[config.mk]
export PLATFORM = sky130hd
export DESIGN_NAME = toy_8bit_cpu_execute_unit
export DESIGN_NICKNAME = d
export VERILOG_FILES = /design/src/t8ce_pkg.sv /design/src/toy_8bit_cpu_execute_unit.sv /design/src/t8ce_ram.sv
export SDC_FILE = /design/constraint.sdc
export NUM_CORES = 2
export LEC_CHECK = 0
export BUFFER_PORTS_ARGS = -buffer_cell sky130_fd_sc_hd__buf_2
export CAP_MARGIN = 20
export CORE_MARGIN = 2
export CORE_UTILIZATION = 50
export CTS_BUF_LIST = sky130_fd_sc_hd__clkbuf_4 sky130_fd_sc_hd__clkbuf_8
export CTS_CLUSTER_DIAMETER = 40
export CTS_CLUSTER_SIZE = 16
export DETAILED_ROUTE_END_ITERATION = 8
export MAX_ROUTING_LAYER = met4
export PLACE_DENSITY = 0.65
export SYNTH_ARGS = -nofsm -noshare
export SYNTH_HDL_FRONTEND = slang
export SYNTH_SLANG_ARGS = --single-unit
[constraint.sdc]
create_clock -name clk -period 10.2 [get_ports clk]
set_input_delay 1.02 -clock clk [delete_from_list [all_inputs] [get_ports clk]]
set_output_delay 1.02 -clock clk [all_outputs]
set_load 0.01 [all_outputs]
[src/t8ce_pkg.sv]
`timescale 1ns / 1ps

package t8ce_pkg;

  localparam int DATA_W = 8;
  localparam int OP_W   = 4;
  localparam int RSEL_W = 3;
  localparam int ADDR_W = 8;

  typedef enum logic [OP_W-1:0] {
    OP_INPUT  = 4'd0,
    OP_OUTPUT = 4'd1,
    OP_ADD    = 4'd2,
    OP_SUB    = 4'd3,
    OP_MUL    = 4'd4,
    OP_JUMP   = 4'd5,
    OP_BEQ    = 4'd6,
    OP_LOAD   = 4'd7,
    OP_STORE  = 4'd8,
    OP_HALT   = 4'd9
  } op_code_t;

  typedef struct packed {
    logic [OP_W-1:0]   op;
    logic [RSEL_W-1:0] reg_a;
    logic [RSEL_W-1:0] reg_b;
    logic [RSEL_W-1:0] reg_c;
    logic [ADDR_W-1:0] target_addr;
    logic [DATA_W-1:0] in_value;
  } in_item_t;

  typedef struct packed {
    logic [ADDR_W-1:0] next_pc;
    logic [DATA_W-1:0] out_value;
    logic              out_valid;
    logic              halted;
    logic              bad_opcode;
  } out_item_t;

endpackage

[src/toy_8bit_cpu_execute_unit.sv]
`timescale 1ns / 1ps

// Execute unit of a small 8-bit register machine: one decoded instruction per
// transfer, one result per instruction, in order. Sustains one instruction per
// clock while a full result register is not held by a low out_ready; a result
// passes through the operand stage, then the result register. The register
// file and data store are RAMs with registered reads issued on the input
// transfer; results written by the instruction ahead are forwarded. Reset state
// (all registers and data bytes zero) is held in per-entry valid flops, so no
// clearing pass is needed and the block accepts input in the first cycle after reset.
module toy_8bit_cpu_execute_unit
  import t8ce_pkg::*;
#(
  parameter int NUM_REGS   = 8,
  parameter int DATA_DEPTH = 256
) (
  input  logic      clk,
  input  logic      rst_n,
  input  logic      in_valid,
  output logic      in_ready,
  input  in_item_t  in_data,
  output logic      out_valid,
  input  logic      out_ready,
  output out_item_t out_data
);

  localparam int RIDX_W = $clog2(NUM_REGS);
  localparam int DIDX_W = $clog2(DATA_DEPTH);

  // pipeline control
  logic      s1_vld_r;
  in_item_t  s1_item_r;
  logic      out_vld_r;
  out_item_t out_item_r;
  logic      in_fire;
  logic      exec_fire;

  // architectural state
  logic [ADDR_W-1:0] pc_r;
  logic [ADDR_W-1:0] pc_nxt;
  logic              halt_r;
  logic              halt_nxt;
  logic              rf_vld_r [NUM_REGS];
  logic              ds_vld_r [DATA_DEPTH];

  // operand selection at transfer time
  logic [RSEL_W-1:0] x_sel;
  logic [RSEL_W-1:0] y_sel;
  logic              x_in;
  logic              y_in;
  logic              d_in;
  logic [RIDX_W-1:0] x_idx;
  logic [RIDX_W-1:0] y_idx;
  logic [DIDX_W-1:0] d_idx;
  logic              x_fwd_nxt;
  logic              y_fwd_nxt;
  logic              d_fwd_nxt;

  // operand stage side registers
  logic              x_ok_r;
  logic              y_ok_r;
  logic              d_ok_r;
  logic              x_fwd_r;
  logic              y_fwd_r;
  logic              d_fwd_r;
  logic [DATA_W-1:0] rf_fwd_r;
  logic [DATA_W-1:0] ds_fwd_r;

  // ram ports
  logic [DATA_W-1:0] rf_rd_x;
  logic [DATA_W-1:0] rf_rd_y;
  logic [DATA_W-1:0] ds_rd;
  logic              rf_we;
  logic [RIDX_W-1:0] rf_waddr;
  logic [DATA_W-1:0] rf_wdata;
  logic              ds_we;
  logic [DIDX_W-1:0] ds_waddr;
  logic [DATA_W-1:0] ds_wdata;

  // execute
  logic [DATA_W-1:0]   x_val;
  logic [DATA_W-1:0]   y_val;
  logic [DATA_W-1:0]   ld_val;
  logic [2*DATA_W-1:0] prod;
  logic                a_in;
  logic                d_exec_in;
  logic                rf_wreq;
  logic                ds_wreq;
  out_item_t           res;

  assign exec_fire = s1_vld_r && (!out_vld_r || out_ready);
  assign in_ready  = !s1_vld_r || exec_fire;
  assign in_fire   = in_valid && in_ready;
  assign out_valid = out_vld_r;
  assign out_data  = out_item_r;

  // port x: arithmetic first source, else reg_a; port y: BEQ compare, else reg_c
  always_comb begin
    x_sel = in_data.reg_a;
    y_sel = in_data.reg_c;
    case (in_data.op)
      OP_ADD, OP_SUB, OP_MUL: x_sel = in_data.reg_b;
      OP_BEQ:                 y_sel = in_data.reg_b;
      default: ;
    endcase
  end

  assign x_in  = {2'b00, x_sel} < 5'(NUM_REGS);
  assign y_in  = {2'b00, y_sel} < 5'(NUM_REGS);
  assign d_in  = {1'b0, in_data.target_addr} < 9'(DATA_DEPTH);
  assign x_idx = RIDX_W'(x_sel);
  assign y_idx = RIDX_W'(y_sel);
  assign d_idx = DIDX_W'(in_data.target_addr);

  // a write committing on the same edge as the read is not seen by the RAM
  assign x_fwd_nxt = rf_we && (rf_waddr == x_idx);
  assign y_fwd_nxt = rf_we && (rf_waddr == y_idx);
  assign d_fwd_nxt = ds_we && (ds_waddr == d_idx);

  always_ff @(posedge clk) begin
    if (!rst_n) begin
      s1_vld_r <= 1'b0;
    end else if (in_ready) begin
      s1_vld_r <= in_valid;
    end
  end

  always_ff @(posedge clk) begin
    if (in_fire) begin
      s1_item_r <= in_data;
      x_fwd_r   <= x_fwd_nxt;
      y_fwd_r   <= y_fwd_nxt;
      d_fwd_r   <= d_fwd_nxt;
      x_ok_r    <= x_in && (rf_vld_r[x_idx] || x_fwd_nxt);
      y_ok_r    <= y_in && (rf_vld_r[y_idx] || y_fwd_nxt);
      d_ok_r    <= d_in && (ds_vld_r[d_idx] || d_fwd_nxt);
      rf_fwd_r  <= rf_wdata;
      ds_fwd_r  <= ds_wdata;
    end
  end

  t8ce_ram #(
    .WIDTH (DATA_W),
    .DEPTH (NUM_REGS)
  ) u_reg_file (
    .clk     (clk),
    .we      (rf_we),
    .waddr   (rf_waddr),
    .wdata   (rf_wdata),
    .re      (in_fire),
    .raddr_a (x_idx),
    .rdata_a (rf_rd_x),
    .raddr_b (y_idx),
    .rdata_b (rf_rd_y)
  );

  t8ce_ram #(
    .WIDTH (DATA_W),
    .DEPTH (DATA_DEPTH)
  ) u_data_store (
    .clk     (clk),
    .we      (ds_we),
    .waddr   (ds_waddr),
    .wdata   (ds_wdata),
    .re      (in_fire),
    .raddr_a (d_idx),
    .rdata_a (ds_rd),
    .raddr_b (d_idx),
    .rdata_b ()
  );

  // unwritten entries and out-of-range indices read as zero
  assign x_val  = x_ok_r ? (x_fwd_r ? rf_fwd_r : rf_rd_x) : '0;
  assign y_val  = y_ok_r ? (y_fwd_r ? rf_fwd_r : rf_rd_y) : '0;
  assign ld_val = d_ok_r ? (d_fwd_r ? ds_fwd_r : ds_rd) : '0;
  assign prod   = x_val * y_val;

  assign a_in      = {2'b00, s1_item_r.reg_a} < 5'(NUM_REGS);
  assign d_exec_in = {1'b0, s1_item_r.target_addr} < 9'(DATA_DEPTH);
  assign rf_waddr  = RIDX_W'(s1_item_r.reg_a);
  assign ds_waddr  = DIDX_W'(s1_item_r.target_addr);
  assign ds_wdata  = x_val;

  always_comb begin
    pc_nxt   = pc_r;
    halt_nxt = halt_r;
    rf_wreq  = 1'b0;
    ds_wreq  = 1'b0;
    rf_wdata = s1_item_r.in_value;
    res      = '0;
    if (!halt_r) begin
      pc_nxt = pc_r + 8'd1;
      case (s1_item_r.op)
        OP_INPUT: begin
          rf_wreq = 1'b1;
        end
        OP_OUTPUT: begin
          res.out_value = x_val;
          res.out_valid = 1'b1;
        end
        OP_ADD: begin
          rf_wreq  = 1'b1;
          rf_wdata = x_val + y_val;
        end
        OP_SUB: begin
          rf_wreq  = 1'b1;
          rf_wdata = x_val - y_val;
        end
        OP_MUL: begin
          rf_wreq  = 1'b1;
          rf_wdata = prod[DATA_W-1:0];
        end
        OP_JUMP: begin
          pc_nxt = s1_item_r.target_addr;
        end
        OP_BEQ: begin
          if (x_val == y_val) begin
            pc_nxt = s1_item_r.target_addr;
          end
        end
        OP_LOAD: begin
          rf_wreq  = 1'b1;
          rf_wdata = ld_val;
        end
        OP_STORE: begin
          ds_wreq = 1'b1;
        end
        OP_HALT: begin
          halt_nxt = 1'b1;
        end
        default: begin
          res.bad_opcode = 1'b1;
        end
      endcase
    end
    res.next_pc = pc_nxt;
    res.halted  = halt_nxt;
  end

  assign rf_we = exec_fire && rf_wreq && a_in;
  assign ds_we = exec_fire && ds_wreq && d_exec_in;

  always_ff @(posedge clk) begin
    if (!rst_n) begin
      pc_r   <= '0;
      halt_r <= 1'b0;
    end else if (exec_fire) begin
      pc_r   <= pc_nxt;
      halt_r <= halt_nxt;
    end
  end

  always_ff @(posedge clk) begin
    if (!rst_n) begin
      for (int i = 0; i < NUM_REGS; i++) begin
        rf_vld_r[i] <= 1'b0;
      end
    end else if (rf_we) begin
      rf_vld_r[rf_waddr] <= 1'b1;
    end
  end

  always_ff @(posedge clk) begin
    if (!rst_n) begin
      for (int i = 0; i < DATA_DEPTH; i++) begin
        ds_vld_r[i] <= 1'b0;
      end
    end else if (ds_we) begin
      ds_vld_r[ds_waddr] <= 1'b1;
    end
  end

  always_ff @(posedge clk) begin
    if (!rst_n) begin
      out_vld_r <= 1'b0;
    end else if (exec_fire) begin
      out_vld_r <= 1'b1;
    end else if (out_ready) begin
      out_vld_r <= 1'b0;
    end
  end

  always_ff @(posedge clk) begin
    if (exec_fire) begin
      out_item_r <= res;
    end
  end

endmodule

[src/t8ce_ram.sv]
`timescale 1ns / 1ps

module t8ce_ram #(
  parameter int WIDTH = 8,
  parameter int DEPTH = 256
) (
  input  logic                     clk,
  input  logic                     we,
  input  logic [$clog2(DEPTH)-1:0] waddr,
  input  logic [WIDTH-1:0]         wdata,
  input  logic                     re,
  input  logic [$clog2(DEPTH)-1:0] raddr_a,
  output logic [WIDTH-1:0]         rdata_a,
  input  logic [$clog2(DEPTH)-1:0] raddr_b,
  output logic [WIDTH-1:0]         rdata_b
);

  logic [WIDTH-1:0] mem [DEPTH];
  logic [WIDTH-1:0] rdata_a_r;
  logic [WIDTH-1:0] rdata_b_r;

  // read-during-write returns the old contents
  always_ff @(posedge clk) begin
    if (we) begin
      mem[waddr] <= wdata;
    end
    if (re) begin
      rdata_a_r <= mem[raddr_a];
      rdata_b_r <= mem[raddr_b];
    end
  end

  assign rdata_a = rdata_a_r;
  assign rdata_b = rdata_b_r;

endmodule
# After elaboration in Yosys (flattened, before gate mapping)
# Memory sizes are Yosys's and may differ from the RTL's. A register that Yosys moved wholly into a read port is not among the register bits.
# Cells that the tools add are included.
# totals
regBits,75
ram_bits,2376
inputBits,33
out_inout_bits,21
wordCells,107
mem_count,4
# mem_list
name,words,width,rd,rd_ports_with_merged_regs,write_ports,line,source
u_data_store.mem,256,8,1,1,1,t8ce_ram.sv:18,logic [WIDTH-1:0] mem [DEPTH];
ds_vld_r,256,1,1,0,256,toy_8bit_cpu_execute_unit.sv:44,logic ds_vld_r [DATA_DEPTH];
u_reg_file.mem,8,8,2,2,1,t8ce_ram.sv:18,
rf_vld_r,8,1,2,0,8,toy_8bit_cpu_execute_unit.sv:43,logic rf_vld_r [NUM_REGS];
# op_classes
add_sub_neg,3
mul,1
eq_ne,17
muxes,38
bitwise_logic,1
n_reduce_logical,22
# ops
cell,n
8-bit 2-to-1 mux,10
8-bit one-hot mux with 4 select lines,1
"4-bit by 3-bit equality test with 1-bit output, second input constant",6
1-bit 2-to-1 mux,23
"4-bit by 2-bit equality test with 1-bit output, second input constant",4
8-bit equality test,2
8-bit one-hot mux with 2 select lines,1
10-bit OR reduction,1
3-bit 2-to-1 mux,3
"8-bit by 1-bit adder with 8-bit output, second input constant",1
8-bit adder,1
"4-bit equality test, second input constant",2
8-bit by 8-bit multiplier with 8-bit output,1
8-bit subtractor,1
1-bit logical AND,7
3-bit equality test,2
1-bit logical OR,5
5-bit OR reduction,1
"4-bit by 1-bit equality test with 1-bit output, second input constant",1
4-bit logical NOT,1
3-bit OR reduction,1
1-bit logical NOT,2
2-bit nonzero test,1
1-bit OR reduction,2
2 further kinds,2

# Longest topological paths before layout
# depth
ltp_word,10
mapped_depth,21
ltp_nobuf,19

# Hierarchy
# From an unflattened synthesis, not the netlist that was laid out.
# hier_totals
hier_cells,6708
hier_area_um2,116855.8
# by_module_without_submodules
mod,n_inst,cells_each,area_each_um2,seq_area_each_um2
t8ce_ram (u_data_store),1,4847,97133.2,61979.4
toy_8bit_cpu_execute_unit,1,1710,16164.3,7427.1
t8ce_ram (u_reg_file),1,151,3558.4,2402.3

# Worst setup path before layout
# OpenSTA, ideal clock, no wires.
# synth_timing
kind,register to register
startpoint,register x_fwd_r
endpoint,"register rf_fwd_r[7], data pin"
setup_ns,0.255
t_arrival_ns,7.745
t_required_ns,9.945
path_slack_ns,2.200
path_stages_with_launch,21
n_path_buf,1
period_less_slack_ns,8.000
path_cell_list,edfxtp_1 > buf_2 > mux2_2 > nand2_1 > inv_1 > ha_1 > inv_1 > fa_1 > inv_1 > fa_1 > ha_1 > inv_1 > fa_1 > inv_1 > ha_1 > a21o_1 > a21oi_1 > xnor3_1 > xnor3_1 > nand2_1 > a41oi_1
# synth_via
elab_chain_len,5
word_cells_on_any_way,7
classes_between,2 x add/sub; 1 x mul; 4 x mux
# synth_lines
element,line,source
start: declaration,toy_8bit_cpu_execute_unit.sv:63,logic x_fwd_r;
start signal: assignment,toy_8bit_cpu_execute_unit.sv:131,x_fwd_r <= x_fwd_nxt;
8-bit 2-to-1 mux (*) (2 in series),toy_8bit_cpu_execute_unit.sv:173,assign x_val = x_ok_r ? (x_fwd_r ? rf_fwd_r : rf_rd_x) : '0;
named net ds_wdata[2],toy_8bit_cpu_execute_unit.sv:78,logic [DATA_W-1:0] ds_wdata;
8-bit by 8-bit multiplier with 8-bit output (tied with other cells),toy_8bit_cpu_execute_unit.sv:176,assign prod = x_val * y_val;
8-bit one-hot mux with 4 select lines (*),toy_8bit_cpu_execute_unit.sv:193,case (s1_item_r.op)
8-bit 2-to-1 mux (*),toy_8bit_cpu_execute_unit.sv:191,if (!halt_r) begin
named net rf_wdata[7],toy_8bit_cpu_execute_unit.sv:75,logic [DATA_W-1:0] rf_wdata;
end signal: assignment,toy_8bit_cpu_execute_unit.sv:137,rf_fwd_r <= rf_wdata;
end: declaration,toy_8bit_cpu_execute_unit.sv:66,logic [DATA_W-1:0] rf_fwd_r;
# Mark *: on every way through the listed nets, which the timed path passes. The rest lies on a longest branch.
# A chain may end at the register's enable or synchronous reset.

# Final worst setup path
# layout_timing
startpoint,register x_fwd_r
endpoint,"memory u_reg_file.mem[2][7], data pin"
# layout_via
elab_chain_len,5
word_cells_on_any_way,7
classes_between,2 x add/sub; 1 x mul; 4 x mux
# layout_lines
element,line
8-bit 2-to-1 mux (*) (2 in series),toy_8bit_cpu_execute_unit.sv:173
named net ds_wdata[2],toy_8bit_cpu_execute_unit.sv:78
8-bit by 8-bit multiplier with 8-bit output (tied with other cells),toy_8bit_cpu_execute_unit.sv:176
8-bit one-hot mux with 4 select lines (*),toy_8bit_cpu_execute_unit.sv:193
8-bit 2-to-1 mux (*),toy_8bit_cpu_execute_unit.sv:191
named net rf_wdata[7],toy_8bit_cpu_execute_unit.sv:75
end: declaration,t8ce_ram.sv:18
# Marked as above.

==> flow_summary.yaml <==
status:
  status: "finished, final reports clean"
power_and_ir_drop:
  intPower_mw: 15.47
  p_seq_share_pct: 54.8
  powerDensity_nw_per_um2: 187.6
  p_sw_mw: 4.806
  p_total_mw: 20.28
  irDropWorstVdd_mv: 0.1615
  power.leakage_nw: 34.95
  switching_share_pct: 23.70
  pwr-share-comb_pct: 5.2
  p_clk_share_pct: 40.0
sta:
  maxSlewViolCount: 0
  finalCritPeriodShare_pct: 63.51
  fmax_mhz: 154.4
  post-route-min-period_ps: 6478
  worst_pin_slew_ps: 1162
  setup_viol_count_final: 0
  whs_ps: 158.8
  rsz0062_at_grt: "false"
  hold_viol_final: 0
  fin_skew_ps: 83.20
  max-slew-margin-rel_pct: 22.22
  setup_tns_ps: 0
routing:
  viasPerCell: 6.112
  drc: 0
  vias: 48510
  wl_mm: 234.8
  dr.pass1.iters: 6
  wl_per_cell_microns: 29.58
  drt_iter0_drc: 5025
  ant_nets: 0
yosys:
  syn_avg_cell_area_sq_um: 20.20
  yosysWarningCount: 0
  synthDistinctLibCells: 74
  syn-cell-area_sq_um: 97890
  synth-seq-cells: 2475
  synth_edf_count: 2200
  seq_area_frac_synth_pct: 73.11
  async_flop_share_pct: 0
  postSynthCellCount: 4847
  synth_fp_nets: 4925
  synth_flop_cell: "edfxtp_1"
clocking:
  clkLatencyLatePin_ps: 1050
  cts-hold-fix-buffers: 0
  ctsLongestPathBuffers: 4
  cts_max_level: 5
  path_clk_slew_ps: 80
  cts_tree: "done"
  root_buffer: "clkbuf_8"
  post-cts-setup-buffers: 0
  cts_sinks: 2475
  post_cts_resize_count: 0
  cts-buffers-inserted: 327
floorplanning:
  io_pins: 54
  std_cell_rows: 162
  die_y_microns: 446.5
  core_area_sq_um: 194800
  die-area_sq_um: 199300
  chipWidth_microns: 446.5
  initial_core_util_pct: 50.25
global_routing:
  grt_pass1_wl_mm: 341.0
  first_global_vias: 48570
  antenna_found_initial: 9
  track_usage_pct: 24.44
  grt_start_max_net_pins: 174
  overflow: 0
critical_path:
  cp_cell_sequence: "mux2_2 > nand2_1 > inv_8 > ha_1 > inv_1 > fa_1 > inv_1 > fa_1 > ha_1 > inv_1 > fa_1 > inv_1 > ha_1 > a21o_1 > a21oi_1 > xnor3_1 > xnor3_1 > nand2_1 > a41oi_1"
  crit_arrival_ps: 7230
  cp_slowest_stage_delay_ps: 630
  crit_buf_inv: 5
  crit_path_top_delay_cell: "inv_8"
  start_kind: "register"
  crit_family: "adder cells"
  critPathKind: "reg -> reg"
  crit_path_end_kind: "register"
  crit_fanout: 144
  worstPathRequired_ps: 10950
  critPathMostFrequentCell: "inv_1"
cells_and_area:
  drive_above_1_share_pct: 27.44
  area_growth_pct: 10.42
  finalNetCount: 5131
placement:
  dp.final_hpwl_mm: 139.9
  place.gp.congestion: 0.8672
  port_buffers: 53
run:
  max_cap_violations: 0
hold_path:
  holdCritPathClass: "in -> reg"
-- final timing paths --
check	from	slack, ps	cells past startpoint	endpoint
setup / recovery	x_fwd_r	3720	19	u_reg_file.mem[2][7]
hold / removal	in_data[1]	160	1	s1_item_r[1]
setup reg to reg	x_fwd_r	3720	19	u_reg_file.mem[2][7]
hold reg to reg	ds_vld_r[234]	460	1	ds_vld_r[234]
-- logic make-up (layout without fill, tap and decap cells) --
group                      Yosys count  count (layout)  share of synthesized area [%]
muxes                              818             818                          17.32
AOI/OAI and AO/OA                  518             518                          3.694
and+or+nand+nor                    625             625                          2.798
xor gates and xnor gates            32              32                         0.3426
DFF                               2475            2475                          73.11
adders and majority gates           45              45                         0.6672
other                                0               9                              0
buffers and inverters              334             790                          2.064
-- per-stage QoR --
stage               worst slack, ps  util [%]  std cells  area, sq um
floorplan                      2200         -       4847        97890
global placement               3869     51.62       7319       100500
detailed placement             3758     51.70       7331       100700
CTS                            3673     55.37       7910       107800
global route                   3290     55.49       7933       108100
finish                         3722     55.49       7936       108100
-- per-layer routing --
| metal | vias to the layer above | track usage (%) | share of wire, % |
|---|---|---|---|
| met5 | - | - | 0 |
| met4 | 0 | 7.248 | 2.9 |
| met3 | 436 | 4.523 | 6.9 |
| met2 | 1860 | 38.53 | 49 |
| met1 | 25880 | 32.80 | 41 |
| li1 | 20330 | - | - |
-- layout make-up --
type	instances	area, sq um
Antenna cell	9	22.52
Clock buffer	360	4817
Clock inverter	219	2332
Fill cell	14650	86700
Inverter	57	274.0
Multi-Input combinational cell	2038	24420
Sequential cell	2475	71570
Tap cell	2624	3283
Timing Repair Buffer	154	1366
-- cells in the mapped netlist, types with 5 or more instances --
cell | n | area (sq um)
clkbuf_1 | 107 | 401.6
and2_1 | 7 | 43.79
o21a_1 | 265 | 1989
buf_1 | 11 | 41.29
nor3_1 | 14 | 70.07
inv_1 | 57 | 214.0
ha_1 | 33 | 412.9
buf_8 | 12 | 180.2
nor2b_1 | 20 | 125.1
clkbuf_8 | 7 | 96.34
dfxtp_1 | 275 | 5505
buf_2 | 61 | 305.3
o21ai_0 | 71 | 355.3
a22oi_1 | 40 | 300.3
mux4_2 | 667 | 15020
mux4_1 | 23 | 604.3
or2_2 | 5 | 31.28
nand2b_1 | 17 | 106.4
nor3b_1 | 7 | 52.55
o211ai_1 | 11 | 82.58
xnor2_1 | 28 | 245.2
o21ai_1 | 6 | 30.03
nand3b_1 | 5 | 37.54
a21oi_1 | 26 | 130.1
nand3_1 | 36 | 180.2
mux2_2 | 31 | 349.1
fa_1 | 12 | 240.2
o22ai_1 | 50 | 312.8
edfxtp_1 | 2200 | 66060
nor2_1 | 329 | 1235
buf_6 | 33 | 371.6
nand4_1 | 15 | 93.84
buf_4 | 36 | 270.3
or4_1 | 10 | 75.07
nand2_1 | 140 | 525.5
a222oi_1 | 5 | 50.05
mux2i_1 | 94 | 940.9
a2111oi_0 | 8 | 70.07
-- cell usage in the layout, fill, tap and decap left out, types with 35 or more instances in the layout --
cell	count
a22oi_1	40
buf_2	46
buf_4	70
clkbuf_8	339
clkinv_4	35
dfxtp_1	275
edfxtp_1	2200
inv_1	49
inv_6	50
inv_8	35
mux2i_1	90
mux4_2	667
nand2_1	140
nor2_1	329
o21a_1	265
o21ai_0	71
o22ai_1	50
-- power groups by stage --
stage          Combinational (mW)  Clock [mW]  Sequential, mW
3_3_place_gp                 1.04           0            11.3
6_report                     1.05        8.12            11.1
2_1_floorplan               0.710           0            11.4
3_5_place_dp                 1.06           0            11.3
4_1_cts                      1.06        8.25            11.1
5_1_grt                      1.11        8.66            11.1
-- state kept, by name (all words and copies together) (netlist names), 12 cells and up --
name and count:
ds_vld_r 256, out_data 19, s1_item_r 12, u_data_store.mem 2048, u_reg_file.mem 64
-- worst reg2reg max path, cell delays in order, from the launching register on --
cell and delay [ps]:
edfxtp_1 570, mux2_2 290, nand2_1 210, inv_8 630
ha_1 390, inv_1 100, fa_1 420, inv_1 80
fa_1 410, ha_1 290, inv_1 50, fa_1 490
inv_1 50, ha_1 320, a21o_1 200, a21oi_1 330
xnor3_1 400, xnor3_1 270, nand2_1 60, a41oi_1 620
Note: power is estimated with default switching activity, not from simulation.
